===== src/rtl/core/cfra_pkg.sv =====
`timescale 1ns / 1ps

package cfra_pkg;

   localparam int MAX_ORDER = 40;

   localparam int VALUE_W = 48;
   localparam int FRAC_W  = 32;
   localparam int DEN_W   = 33;
   localparam int TOL_W   = 32;
   localparam int ORDER_W = 6;
   localparam int PROD_W  = 64;

   localparam int DIV_STEPS = DEN_W;
   localparam int DIV_CNT_W = 6;

   localparam logic [TOL_W-1:0]   TOL_RESET = TOL_W'(429);
   localparam logic [VALUE_W-1:0] NUM_MAX   = {VALUE_W{1'b1}};
   localparam logic [ORDER_W-1:0] ORDER_LAST = ORDER_W'(MAX_ORDER - 1);

   typedef struct packed {
      logic                 load;
      logic                 div_start;
      logic                 div_step;
      logic                 update;
      logic                 mult;
      logic                 emit;
      logic                 met;
      logic [ORDER_W-1:0]   order;
   } cmd_type;

   typedef struct packed {
      logic rem_zero;
      logic within_tol;
   } sts_type;

endpackage


===== src/rtl/core/cfra_channels.sv =====
`timescale 1ns / 1ps

interface cfra_req_if;
   import cfra_pkg::*;
   logic               valid;
   logic               ready;
   logic [VALUE_W-1:0] value_in;
   modport source (output valid, output value_in, input ready);
   modport sink (input valid, input value_in, output ready);
endinterface

interface cfra_rsp_if;
   import cfra_pkg::*;
   logic               valid;
   logic               ready;
   logic [VALUE_W-1:0] numerator;
   logic [DEN_W-1:0]   denominator;
   logic [ORDER_W-1:0] order_used;
   logic               met_tolerance;
   modport source (output valid, output numerator, output denominator,
                   output order_used, output met_tolerance, input ready);
   modport sink (input valid, input numerator, input denominator,
                 input order_used, input met_tolerance, output ready);
endinterface

interface cfra_csr_if;
   import cfra_pkg::*;
   logic             valid;
   logic             ready;
   logic [TOL_W-1:0] tolerance;
   modport source (output valid, output tolerance, input ready);
   modport sink (input valid, input tolerance, output ready);
endinterface


===== src/rtl/core/cfra_datapath.sv =====
`timescale 1ns / 1ps

module cfra_datapath (
   input  logic                          clock,
   input  logic                          reset,
   input  cfra_pkg::cmd_type             cmd,
   output cfra_pkg::sts_type             sts,
   input  logic [cfra_pkg::VALUE_W-1:0]  value_in,
   input  logic                          csr_valid,
   input  logic [cfra_pkg::TOL_W-1:0]    csr_tolerance,
   output logic [cfra_pkg::VALUE_W-1:0]  numerator,
   output logic [cfra_pkg::DEN_W-1:0]    denominator,
   output logic [cfra_pkg::ORDER_W-1:0]  order_used,
   output logic                          met_tolerance
);
   import cfra_pkg::*;

   logic [TOL_W-1:0]   tol_ff, tol_in;
   logic [DEN_W-1:0]   div_ff, div_in;
   logic [FRAC_W-1:0]  rem_ff, rem_in;
   logic [VALUE_W-1:0] p_ff, p_in, pp_ff, pp_in, pa_ff, pa_in;
   logic [DEN_W-1:0]   q_ff, q_in, qp_ff, qp_in, qa_ff, qa_in;
   logic [DEN_W-1:0]   dnd_ff, dnd_in;
   logic [FRAC_W-1:0]  part_ff, part_in;
   logic [PROD_W-1:0]  prod_ff, prod_in;
   logic [VALUE_W-1:0] num_ff, num_in;
   logic [DEN_W-1:0]   den_ff, den_in;
   logic [ORDER_W-1:0] ord_ff, ord_in;
   logic               met_ff, met_in;

   logic [DEN_W-1:0]   trial;
   logic               ge;
   logic [DEN_W-1:0]   trial_diff;
   logic [VALUE_W:0]   p_sum;
   logic [DEN_W:0]     q_sum;
   logic [PROD_W:0]    prod_full;

   assign trial      = {part_ff, dnd_ff[DEN_W-1]};
   assign ge         = trial >= {1'b0, rem_ff};
   assign trial_diff = trial - {1'b0, rem_ff};
   assign p_sum      = {1'b0, pa_ff} + {1'b0, pp_ff};
   assign q_sum      = {1'b0, qa_ff} + {1'b0, qp_ff};
   assign prod_full  = (PROD_W+1)'(tol_ff) * (PROD_W+1)'(q_ff);

   assign sts.rem_zero   = (rem_ff == '0);
   assign sts.within_tol = ({{(PROD_W-FRAC_W){1'b0}}, rem_ff} <= prod_ff);

   always_comb begin
      tol_in  = csr_valid ? csr_tolerance : tol_ff;
      div_in  = div_ff;
      rem_in  = rem_ff;
      p_in    = p_ff;
      pp_in   = pp_ff;
      pa_in   = pa_ff;
      q_in    = q_ff;
      qp_in   = qp_ff;
      qa_in   = qa_ff;
      dnd_in  = dnd_ff;
      part_in = part_ff;
      prod_in = prod_ff;
      num_in  = num_ff;
      den_in  = den_ff;
      ord_in  = ord_ff;
      met_in  = met_ff;
      if (cmd.load) begin
         div_in = {1'b1, {FRAC_W{1'b0}}};
         rem_in = value_in[FRAC_W-1:0];
         p_in   = {{FRAC_W{1'b0}}, value_in[VALUE_W-1:FRAC_W]};
         pp_in  = VALUE_W'(1);
         q_in   = DEN_W'(1);
         qp_in  = '0;
      end
      if (cmd.div_start) begin
         dnd_in  = div_ff;
         part_in = '0;
         pa_in   = '0;
         qa_in   = '0;
      end
      if (cmd.div_step) begin
         dnd_in  = {dnd_ff[DEN_W-2:0], 1'b0};
         part_in = ge ? trial_diff[FRAC_W-1:0] : trial[FRAC_W-1:0];
         pa_in   = {pa_ff[VALUE_W-2:0], 1'b0} + (ge ? p_ff : '0);
         qa_in   = {qa_ff[DEN_W-2:0], 1'b0} + (ge ? q_ff : '0);
      end
      if (cmd.update) begin
         pp_in  = p_ff;
         qp_in  = q_ff;
         p_in   = p_sum[VALUE_W] ? NUM_MAX : p_sum[VALUE_W-1:0];
         q_in   = q_sum[DEN_W-1:0];
         div_in = {1'b0, rem_ff};
         rem_in = part_ff;
      end
      if (cmd.mult) begin
         prod_in = prod_full[PROD_W-1:0];
      end
      if (cmd.emit) begin
         num_in = p_ff;
         den_in = q_ff;
         ord_in = cmd.order;
         met_in = cmd.met;
      end
   end

   always_ff @(posedge clock) begin
      if (reset) begin
         tol_ff <= TOL_RESET;
      end else begin
         tol_ff <= tol_in;
      end
      div_ff  <= div_in;
      rem_ff  <= rem_in;
      p_ff    <= p_in;
      pp_ff   <= pp_in;
      pa_ff   <= pa_in;
      q_ff    <= q_in;
      qp_ff   <= qp_in;
      qa_ff   <= qa_in;
      dnd_ff  <= dnd_in;
      part_ff <= part_in;
      prod_ff <= prod_in;
      num_ff  <= num_in;
      den_ff  <= den_in;
      ord_ff  <= ord_in;
      met_ff  <= met_in;
   end

   assign numerator     = num_ff;
   assign denominator   = den_ff;
   assign order_used    = ord_ff;
   assign met_tolerance = met_ff;

endmodule


===== src/rtl/core/cfra_controller.sv =====
`timescale 1ns / 1ps

module cfra_controller (
   input  logic              clock,
   input  logic              reset,
   input  logic              req_valid,
   output logic              req_ready,
   output logic              rsp_valid,
   input  logic              rsp_ready,
   output cfra_pkg::cmd_type cmd,
   input  cfra_pkg::sts_type sts
);
   import cfra_pkg::*;

   typedef enum logic [2:0] {
      ST_IDLE,
      ST_CHECK,
      ST_DIV,
      ST_UPDATE,
      ST_MULT,
      ST_CMP,
      ST_DONE
   } state_type;

   state_type          state_ff, state_in;
   logic [DIV_CNT_W-1:0] cnt_ff, cnt_in;
   logic [ORDER_W-1:0] order_ff, order_in;
   logic               met_ff, met_in;
   logic               rsp_valid_ff, rsp_valid_in;
   logic               out_free;

   assign out_free  = !rsp_valid_ff || rsp_ready;
   assign req_ready = (state_ff == ST_IDLE);
   assign rsp_valid = rsp_valid_ff;

   always_comb begin
      state_in     = state_ff;
      cnt_in       = cnt_ff;
      order_in     = order_ff;
      met_in       = met_ff;
      rsp_valid_in = rsp_valid_ff && !rsp_ready;
      cmd          = '0;
      cmd.order    = order_ff;
      cmd.met      = met_ff;
      unique case (state_ff)
         ST_IDLE: begin
            if (req_valid) begin
               cmd.load = 1'b1;
               order_in = ORDER_W'(1);
               met_in   = 1'b0;
               state_in = ST_CHECK;
            end
         end
         ST_CHECK: begin
            if (sts.rem_zero) begin
               met_in   = 1'b1;
               state_in = ST_DONE;
            end else begin
               cmd.div_start = 1'b1;
               cnt_in        = '0;
               state_in      = ST_DIV;
            end
         end
         ST_DIV: begin
            cmd.div_step = 1'b1;
            cnt_in       = cnt_ff + DIV_CNT_W'(1);
            if (cnt_ff == DIV_CNT_W'(DIV_STEPS - 1)) begin
               state_in = ST_UPDATE;
            end
         end
         ST_UPDATE: begin
            cmd.update = 1'b1;
            state_in   = ST_MULT;
         end
         ST_MULT: begin
            cmd.mult = 1'b1;
            state_in = ST_CMP;
         end
         ST_CMP: begin
            priority if (sts.within_tol) begin
               met_in   = 1'b1;
               state_in = ST_DONE;
            end else if (order_ff == ORDER_LAST) begin
               state_in = ST_DONE;
            end else begin
               order_in = order_ff + ORDER_W'(1);
               state_in = ST_CHECK;
            end
         end
         ST_DONE: begin
            if (out_free) begin
               cmd.emit     = 1'b1;
               rsp_valid_in = 1'b1;
               state_in     = ST_IDLE;
            end
         end
         default: begin
            state_in = ST_IDLE;
         end
      endcase
   end

   always_ff @(posedge clock) begin
      if (reset) begin
         state_ff     <= ST_IDLE;
         cnt_ff       <= '0;
         order_ff     <= '0;
         met_ff       <= 1'b0;
         rsp_valid_ff <= 1'b0;
      end else begin
         state_ff     <= state_in;
         cnt_ff       <= cnt_in;
         order_ff     <= order_in;
         met_ff       <= met_in;
         rsp_valid_ff <= rsp_valid_in;
      end
   end

   assert property (@(posedge clock) disable iff (reset)
      cmd.emit |-> out_free)
      else $error("Result loaded while the output register is still full.");

   assert property (@(posedge clock) disable iff (reset)
      (state_ff == ST_DIV) |-> (cnt_ff < DIV_CNT_W'(DIV_STEPS)))
      else $error("Division step count ran past its end.");

   assert property (@(posedge clock) disable iff (reset)
      (state_ff != ST_IDLE) |-> (order_ff != '0 && order_ff <= ORDER_LAST))
      else $error("Convergent order out of range.");

   assert property (@(posedge clock) disable iff (reset)
      (state_ff == ST_CMP && !sts.within_tol && order_ff == ORDER_LAST)
         |=> (state_ff == ST_DONE && !met_ff))
      else $error("Order limit did not end the expansion.");

endmodule


===== src/rtl/core/continued_fraction_rational_approx.sv =====
`timescale 1ns / 1ps
// An input with zero fraction goes from the check straight to the result, with no division.
// Otherwise each order runs a check, a restoring division, update, multiply and compare; the
// limit of 39 orders bounds the expansion.
// One item at a time: the next transfer is taken once the result is loaded.
// Reset is synchronous and active high; it clears the controller and sets tolerance to 429.
module continued_fraction_rational_approx (
   input logic        clock,
   input logic        reset,
   cfra_req_if.sink   req_if,
   cfra_rsp_if.source rsp_if,
   cfra_csr_if.sink   csr_if
);
   import cfra_pkg::*;

   cmd_type cmd;
   sts_type sts;

   assign csr_if.ready = 1'b1;

   cfra_controller u_ctrl (
      .clock     (clock),
      .reset     (reset),
      .req_valid (req_if.valid),
      .req_ready (req_if.ready),
      .rsp_valid (rsp_if.valid),
      .rsp_ready (rsp_if.ready),
      .cmd       (cmd),
      .sts       (sts)
   );

   cfra_datapath u_dp (
      .clock         (clock),
      .reset         (reset),
      .cmd           (cmd),
      .sts           (sts),
      .value_in      (req_if.value_in),
      .csr_valid     (csr_if.valid),
      .csr_tolerance (csr_if.tolerance),
      .numerator     (rsp_if.numerator),
      .denominator   (rsp_if.denominator),
      .order_used    (rsp_if.order_used),
      .met_tolerance (rsp_if.met_tolerance)
   );

endmodule


===== src/flat_wrapper.sv =====
// flat-port wrapper written by rule: the top's interface ports become plain ports
module continued_fraction_rational_approx_flat import cfra_pkg::*;
  (clock, reset, req_if_valid, req_if_value_in, req_if_ready, rsp_if_valid, rsp_if_numerator, rsp_if_denominator, rsp_if_order_used, rsp_if_met_tolerance, rsp_if_ready, csr_if_valid, csr_if_tolerance, csr_if_ready);
  cfra_req_if req_if_i ();
  cfra_rsp_if rsp_if_i ();
  cfra_csr_if csr_if_i ();
  input logic clock;
  input logic reset;
  input wire logic [$bits(req_if_i.valid)-1:0] req_if_valid;
  input wire logic [$bits(req_if_i.value_in)-1:0] req_if_value_in;
  output wire logic [$bits(req_if_i.ready)-1:0] req_if_ready;
  output wire logic [$bits(rsp_if_i.valid)-1:0] rsp_if_valid;
  output wire logic [$bits(rsp_if_i.numerator)-1:0] rsp_if_numerator;
  output wire logic [$bits(rsp_if_i.denominator)-1:0] rsp_if_denominator;
  output wire logic [$bits(rsp_if_i.order_used)-1:0] rsp_if_order_used;
  output wire logic [$bits(rsp_if_i.met_tolerance)-1:0] rsp_if_met_tolerance;
  input wire logic [$bits(rsp_if_i.ready)-1:0] rsp_if_ready;
  input wire logic [$bits(csr_if_i.valid)-1:0] csr_if_valid;
  input wire logic [$bits(csr_if_i.tolerance)-1:0] csr_if_tolerance;
  output wire logic [$bits(csr_if_i.ready)-1:0] csr_if_ready;
  assign req_if_i.valid = req_if_valid;
  assign req_if_i.value_in = req_if_value_in;
  assign req_if_ready = req_if_i.ready;
  assign rsp_if_valid = rsp_if_i.valid;
  assign rsp_if_numerator = rsp_if_i.numerator;
  assign rsp_if_denominator = rsp_if_i.denominator;
  assign rsp_if_order_used = rsp_if_i.order_used;
  assign rsp_if_met_tolerance = rsp_if_i.met_tolerance;
  assign rsp_if_i.ready = rsp_if_ready;
  assign csr_if_i.valid = csr_if_valid;
  assign csr_if_i.tolerance = csr_if_tolerance;
  assign csr_if_ready = csr_if_i.ready;
  continued_fraction_rational_approx u_core (.clock(clock), .reset(reset), .req_if(req_if_i), .rsp_if(rsp_if_i), .csr_if(csr_if_i));
endmodule

===== config.mk =====
export PLATFORM = sky130hd
export DESIGN_NAME = continued_fraction_rational_approx_flat
export DESIGN_NICKNAME = d
export VERILOG_FILES = /design/src/rtl/core/cfra_pkg.sv /design/src/rtl/core/cfra_channels.sv /design/src/rtl/core/cfra_datapath.sv /design/src/rtl/core/cfra_controller.sv /design/src/rtl/core/continued_fraction_rational_approx.sv /design/src/flat_wrapper.sv
export SDC_FILE = /design/constraint.sdc
export NUM_CORES = 2
export LEC_CHECK = 0
export BUFFER_PORTS_ARGS = -buffer_cell sky130_fd_sc_hd__buf_2
export CORE_MARGIN = 2
export CORE_UTILIZATION = 65
export DETAILED_ROUTE_END_ITERATION = 12
export PLACE_DENSITY = 0.83
export SYNTH_ARGS = -nofsm -noshare
export SYNTH_HDL_FRONTEND = slang
export SYNTH_SLANG_ARGS = --single-unit

===== constraint.sdc =====
create_clock -name clock -period 10.3 [get_ports clock]
set_input_delay 1.03 -clock clock [delete_from_list [all_inputs] [get_ports clock]]
set_output_delay 1.03 -clock clock [all_outputs]
set_load 0.02 [all_outputs]

## Yosys cells after proc, flatten, opt, wreduce, memory -nomap -nowiden

Cells that the tools add are included.

- Multiply operators: 1
- Equal/unequal tests: 16
- Multiplexer cells: 52
- Add/sub/neg operators: 7
- Magnitude comparators: 2
- Reduce and logical (&&, ||, !) cells: 15

Operator list:

| kind | number |
|---|---|
| 48-bit two-way mux | 8 |
| 33-bit two-way mux | 9 |
| 32-bit two-way mux | 7 |
| 33-bit adder | 2 |
| 32-bit by 64-bit less-or-equal comparator with 1-bit output | 1 |
| 32-bit by 33-bit multiplier with 64-bit output | 1 |
| 48-bit by 48-bit adder with 49-bit output | 1 |
| 48-bit adder | 1 |
| 33-bit by 32-bit >= comparator with 1-bit output | 1 |
| 32-bit zero test | 1 |
| 32-bit subtractor | 1 |
| 6-bit two-way mux | 4 |
| 6-bit case mux with 2 select lines | 2 |
| 3-bit case mux with 7 select lines | 1 |
| 3-bit two-way mux | 6 |
| 1-bit two-way mux | 14 |
| 6-bit by 1-bit adder with 6-bit output (second input constant) | 2 |
| 6-bit == test (second input constant) | 2 |
| 2-bit != test (second input constant) | 6 |
| 3-bit == test (second input constant) | 3 |
| 4-bit AND reduction | 2 |
| 2-bit nonzero test | 4 |
| 3-bit by 2-bit == test with 1-bit output (second input constant) | 2 |
| 2-bit by 1-bit != test with 1-bit output (second input constant) | 2 |
| 9 further kinds | 10 |

- Input port bits: 85
- Flip-flop bits (word level): 574
- Output and inout port bits: 91

## Logic depth before layout (Yosys ltp)

- Depth after elaboration: 5
- Mapped depth: 31
- Depth with buffers taken out: 29

## Modules after synthesis

A second synthesis with hierarchy kept.

- Cells, all modules: 6695
- Area, all modules: 66249.8 um^2

By module, submodules not included:

| module | cells each | instances | seq. area each (um^2) | area each (um^2) |
|---|---|---|---|---|
| cfra_datapath | 6585 | 1 | 16385.7 | 65300.1 |
| cfra_controller | 108 | 1 | 340.3 | 938.4 |
| continued_fraction_rational_approx | 2 | 1 | 0.0 | 11.3 |

## Worst setup path before layout

Ideal clock, no wire load.

- Path kind: flip-flop to flip-flop
- Start: register u_core.u_dp.q_ff[13]
- End: register u_core.u_dp.prod_ff[63] (data pin)
- Setup slack: 2800 ps
- Arrival time: 7239 ps
- Setup time: 261 ps
- Stages on the path, launching flop included: 29
- Required time: 10039 ps
- Period minus slack after synthesis: 7500 ps
- Cell sequence: edfxtp_1 clkbuf_1 and2_1 fa_1 fa_1 fa_1 inv_1 fa_1 inv_1 fa_1 inv_1 fa_1 inv_1 fa_1 inv_1 fa_1 inv_1 ha_1 clkbuf_1 a21o_1 nor2_1 o221ai_1 a21o_1 a211oi_2 o2111a_1 o31a_1 o21ai_1 a21o_1 a311o_1

- Longest elaborated chain between the ends: 1

RTL lines:

| element | line | text |
|---|---|---|
| from (decl) | cfra_datapath.sv:22 | `logic [DEN_W-1:0] q_ff, q_in, qp_ff, qp_in, qa_ff, qa_in;` |
| from (signal assigned) | cfra_datapath.sv:115 | `q_ff <= q_in;` |
| 32-bit by 33-bit multiplier with 64-bit output | cfra_datapath.sv:43 | `assign prod_full = (PROD_W+1)'(tol_ff) * (PROD_W+1)'(q_ff);` |
| net u_core.u_dp.prod_full[63] | cfra_datapath.sv:36 | `logic [PROD_W:0] prod_full;` |
| to (signal assigned) | cfra_datapath.sv:120 | `prod_ff <= prod_in;` |
| to (decl) | cfra_datapath.sv:25 | `logic [PROD_W-1:0] prod_ff, prod_in;` |

The timed path passes the listed nets, and every way through them passes these cells.
A chain may end at the register's enable or synchronous reset.

## Final worst setup path

- Start: register u_core.u_dp.q_ff[5]
- End: register u_core.u_dp.prod_ff[61] (data pin)

The elaborated chain is that of the path after synthesis.

==> metrics.txt <==
cells after synthesis=6705; outcome=finished clean; weighted congestion at the end of routability-driven global placement=0.973; Placed Cells=7935; wire per inst=21.9 µm; antenna violations before repair=8; Tcrit/Tclk final=87.7%; transition at the pin with the smallest max-transition slack=1420 ps; Max Clock Skew=43.2 ps; synthesis-stage register bit count=574; cell at the root of the clock tree=sky130_fd_sc_hd__clkbuf_16; Residual DRC=0; portion of the post-synthesis area used by sequential elements=25.6%; category of the worst setup path launch point=register; max-slew violation total from the final report=0; total vias in the final route=49316; Max Cap Violations=0; wirelength, routed=177000 µm; clock tree from TritonCTS=yes; I/O Pins=176; initial core utilization=65.5%; Layout Cells excl Fill=8066; placed cell area=67400 µm²; arrival time at the worst endpoint=9420 ps; number of enable flip-flop cells after synthesis=523; worst-case headroom to the max-slew limit=5.38%; count of instances resized after the clock tree is built=0; first-pass iteration count of the detailed router=7; post-synthesis average cell area=9.75 µm²; CP delay by family, top=adder cells; biggest area consumer among synthesized cells=sky130_fd_sc_hd__fa_1; final number of setup-violating endpoints=0; total number of yosys warnings=0; footprint of the multi-input gates=43500 µm²; routed metal-1 wire length=67300 µm; setup repair after global routing missed its margin=no; buffer depth of the longest clock path=3; die outline area=103000 µm²; area share of the leading cell type in the synthesized netlist=28.5%; biggest fanout along the worst timing path=21; Met3 Routed Length=19300 µm; Setup Total Neg Slack=0 ps; cell mode on critical path=sky130_fd_sc_hd__fa_1; worst hold-check path type=register to register; Final WS setup=1260 ps; NumNets Final=8205; CTS clock-pin slew for the worst setup and hold paths=60 ps; WS Path Type=register to register; startpoint of the worst-slack reg-to-reg timing path=u_core.u_dp.q_ff[5]; Die Span X=321 µm; required time of the critical path=10680 ps; final std cell area, no fill=69700 µm²; final count of hold timing violations=0; clock tree sinks=574; syn nets=8202; total area of sequential cells=16700 µm²; post-synthesis instance area=65400 µm²; total clock buffers created by CTS=69; count of buffers added by post-CTS timing repair for setup=0; Buf+Inv Stages, Crit Path=3; crit path max-delay cell type=sky130_fd_sc_hd__edfxtp_1; overflow left after global routing=0; proportion of layout cells with a drive suffix above 1=6.30%; dominant cells by area after synthesis=sky130_fd_sc_hd__fa_1 28%, sky130_fd_sc_hd__edfxtp_1 24%, sky130_fd_sc_hd__ha_1 9.2%, sky130_fd_sc_hd__inv_1 6.0%, sky130_fd_sc_hd__and2_1 5.5%; critical path cell sequence=buf_4 > and2_1 > fa_1 > fa_1 > inv_1 > fa_1 > inv_1 > ha_1 > fa_1 > fa_1 > fa_1 > fa_1 > ha_1 > and3_1 > and3_1 > nand2_1 > a21oi_1 > nor2_1 > o31ai_2 > a311oi_1 > o31ai_1 > a21oi_1 > o31ai_1 > xor2_1; area growth from synthesis to final layout=6.60%; die span in y=321 µm; post-synthesis cell type count=88; half-perimeter wire length after detailed placement=131000 µm; fraction of registers with async set/reset=0%; clock insertion delay at the later pin of the skew report=650 ps; CP peak stage delay=1290 ps; Hold Path Origin=u_core.u_ctrl.met_ff; highest metal layer with signal wires=met5; predominant post-synthesis flop cell=sky130_fd_sc_hd__edfxtp_1; Layout fillers=7298; top post-synthesis cells by count=1048 x sky130_fd_sc_hd__inv_1, 930 x sky130_fd_sc_hd__fa_1, 864 x sky130_fd_sc_hd__nand2_1; launching instance or port of the critical path=u_core.u_dp.q_ff[5]; most frequent cell after synthesis=sky130_fd_sc_hd__inv_1; number of global-route vias before repair=51963; first-pass GRT wire length=281000 µm; pin count of the biggest net entering global routing=83; final antenna-violating net count=0; # hold bufs at CTS=0; number of design-rule violations left by the first detailed-router iteration=4497; H-tree depth=3; Core Rows=116; global-route usage over all layers=35.0%; setup slack after placement=1490 ps; placeable core region=99900 µm²; WL met2=81400 µm; average via count per standard cell=6.11; highest achievable clock rate=0.111 GHz; IO Port Bufs=174; Final Critical Period=9040 ps; capturing element type of the critical path=register
metrics by stage:
step	hold WS [ps]	utilization, %
after floorplan	408	-
after global placement	432	67.5
after global routing	457	69.8
after detailed placement	431	67.5
after CTS	446	69.8
final	445	69.8
path summary, 6_finish.rpt:
path	end	slack [ps]	depth (start not counted)
max reg2reg	u_core.u_dp.prod_ff[61]	1260	24
min reg2reg	u_core.u_dp.met_tolerance	450	0
min	u_core.u_dp.met_tolerance	450	0
max	u_core.u_dp.prod_ff[61]	1260	24
state kept, by name, indices dropped and copies added, names as in the netlist:
| name | cells |
|---|---|
| u_core.u_ctrl.met_ff | 1 |
| u_core.u_dp.numerator | 48 |
| u_core.u_dp.p_ff | 48 |
| u_core.u_dp.div_ff | 33 |
| u_core.u_dp.q_ff | 33 |
| u_core.u_ctrl.order_ff | 6 |
| u_core.u_ctrl.state_ff | 3 |
| u_core.u_dp.prod_ff | 64 |
| u_core.u_dp.met_tolerance | 1 |
| u_core.u_ctrl.rsp_valid | 1 |
| u_core.u_ctrl.cnt_ff | 6 |
| u_core.u_dp.pp_ff | 48 |
| u_core.u_dp.tol_ff | 32 |
| u_core.u_dp.pa_ff | 48 |
| u_core.u_dp.denominator | 33 |
| u_core.u_dp.dnd_ff | 33 |
| u_core.u_dp.part_ff | 32 |
| u_core.u_dp.qp_ff | 33 |
| u_core.u_dp.order_used | 6 |
| u_core.u_dp.rem_ff | 32 |
| u_core.u_dp.qa_ff | 33 |
placed cells by master (no fill, tap or decap), types with 12 or more instances in the layout:
master | netlist | layout
sky130_fd_sc_hd__nor2b_1 | 46 | 44
sky130_fd_sc_hd__nand3_1 | 57 | 57
sky130_fd_sc_hd__xor2_1 | 91 | 91
sky130_fd_sc_hd__inv_1 | 1048 | 1048
sky130_fd_sc_hd__nor3_1 | 32 | 31
sky130_fd_sc_hd__xnor2_1 | 132 | 132
sky130_fd_sc_hd__a21oi_1 | 306 | 306
sky130_fd_sc_hd__a21o_1 | 145 | 145
sky130_fd_sc_hd__fa_1 | 930 | 930
sky130_fd_sc_hd__a211oi_1 | 34 | 34
sky130_fd_sc_hd__o21ai_0 | 123 | 123
sky130_fd_sc_hd__o31ai_1 | 12 | 12
sky130_fd_sc_hd__clkbuf_16 | 0 | 71
sky130_fd_sc_hd__nand2_1 | 864 | 862
sky130_fd_sc_hd__dfxtp_1 | 51 | 49
sky130_fd_sc_hd__a22o_1 | 34 | 34
sky130_fd_sc_hd__buf_2 | 13 | 174
sky130_fd_sc_hd__and2_1 | 570 | 569
sky130_fd_sc_hd__clkinv_2 | 0 | 16
sky130_fd_sc_hd__o21ai_1 | 19 | 19
sky130_fd_sc_hd__a31oi_1 | 44 | 43
sky130_fd_sc_hd__o211ai_1 | 17 | 17
sky130_fd_sc_hd__a211o_1 | 17 | 17
sky130_fd_sc_hd__nor4_1 | 21 | 21
sky130_fd_sc_hd__nand4_1 | 43 | 43
sky130_fd_sc_hd__buf_4 | 3 | 97
sky130_fd_sc_hd__nand2b_1 | 34 | 33
sky130_fd_sc_hd__o21a_1 | 37 | 37
sky130_fd_sc_hd__ha_1 | 482 | 482
sky130_fd_sc_hd__and3_1 | 112 | 112
sky130_fd_sc_hd__o21bai_1 | 40 | 40
sky130_fd_sc_hd__nor2_1 | 311 | 309
sky130_fd_sc_hd__mux2i_1 | 32 | 32
sky130_fd_sc_hd__edfxtp_1 | 523 | 523
per-layer routing:
metal | track usage [%] | up-vias
li1 | - | 21604
met1 | 45.8 | 24492
met2 | 56.0 | 2628
met3 | 8.12 | 588
met4 | 15.9 | 4
met5 | 0 | -
cell type report:
type | instances | area share, %
tap | 1298 | 2.33
inverter | 1048 | 5.64
timing repair buffer | 271 | 2.29
clock inverter | 39 | 0.558
antenna | 5 | 0.0179
multi-input combinational | 4744 | 62.4
clock buffer | 87 | 2.75
sequential | 574 | 24.0
kinds of logic (layout without fill, tap and decap cells):
family | after synthesis | after routing | share of synthesized area, %
flip-flops | 574 | 574 | 25.6
multiplexers | 33 | 33 | 0.507
adder cells (fa/ha/maj) | 1412 | 1412 | 37.7
XOR/XNOR | 223 | 223 | 2.99
buffers and inverters | 1387 | 1445 | 8.00
AND/OR/NAND/NOR | 2149 | 2149 | 16.0
other | 1 | 6 | 0.00573
AO/OA/AOI/OAI | 926 | 926 | 9.21
Power is not shown: default switching activity piles up to over one toggle a cycle in this logic, so the estimate is an artifact.
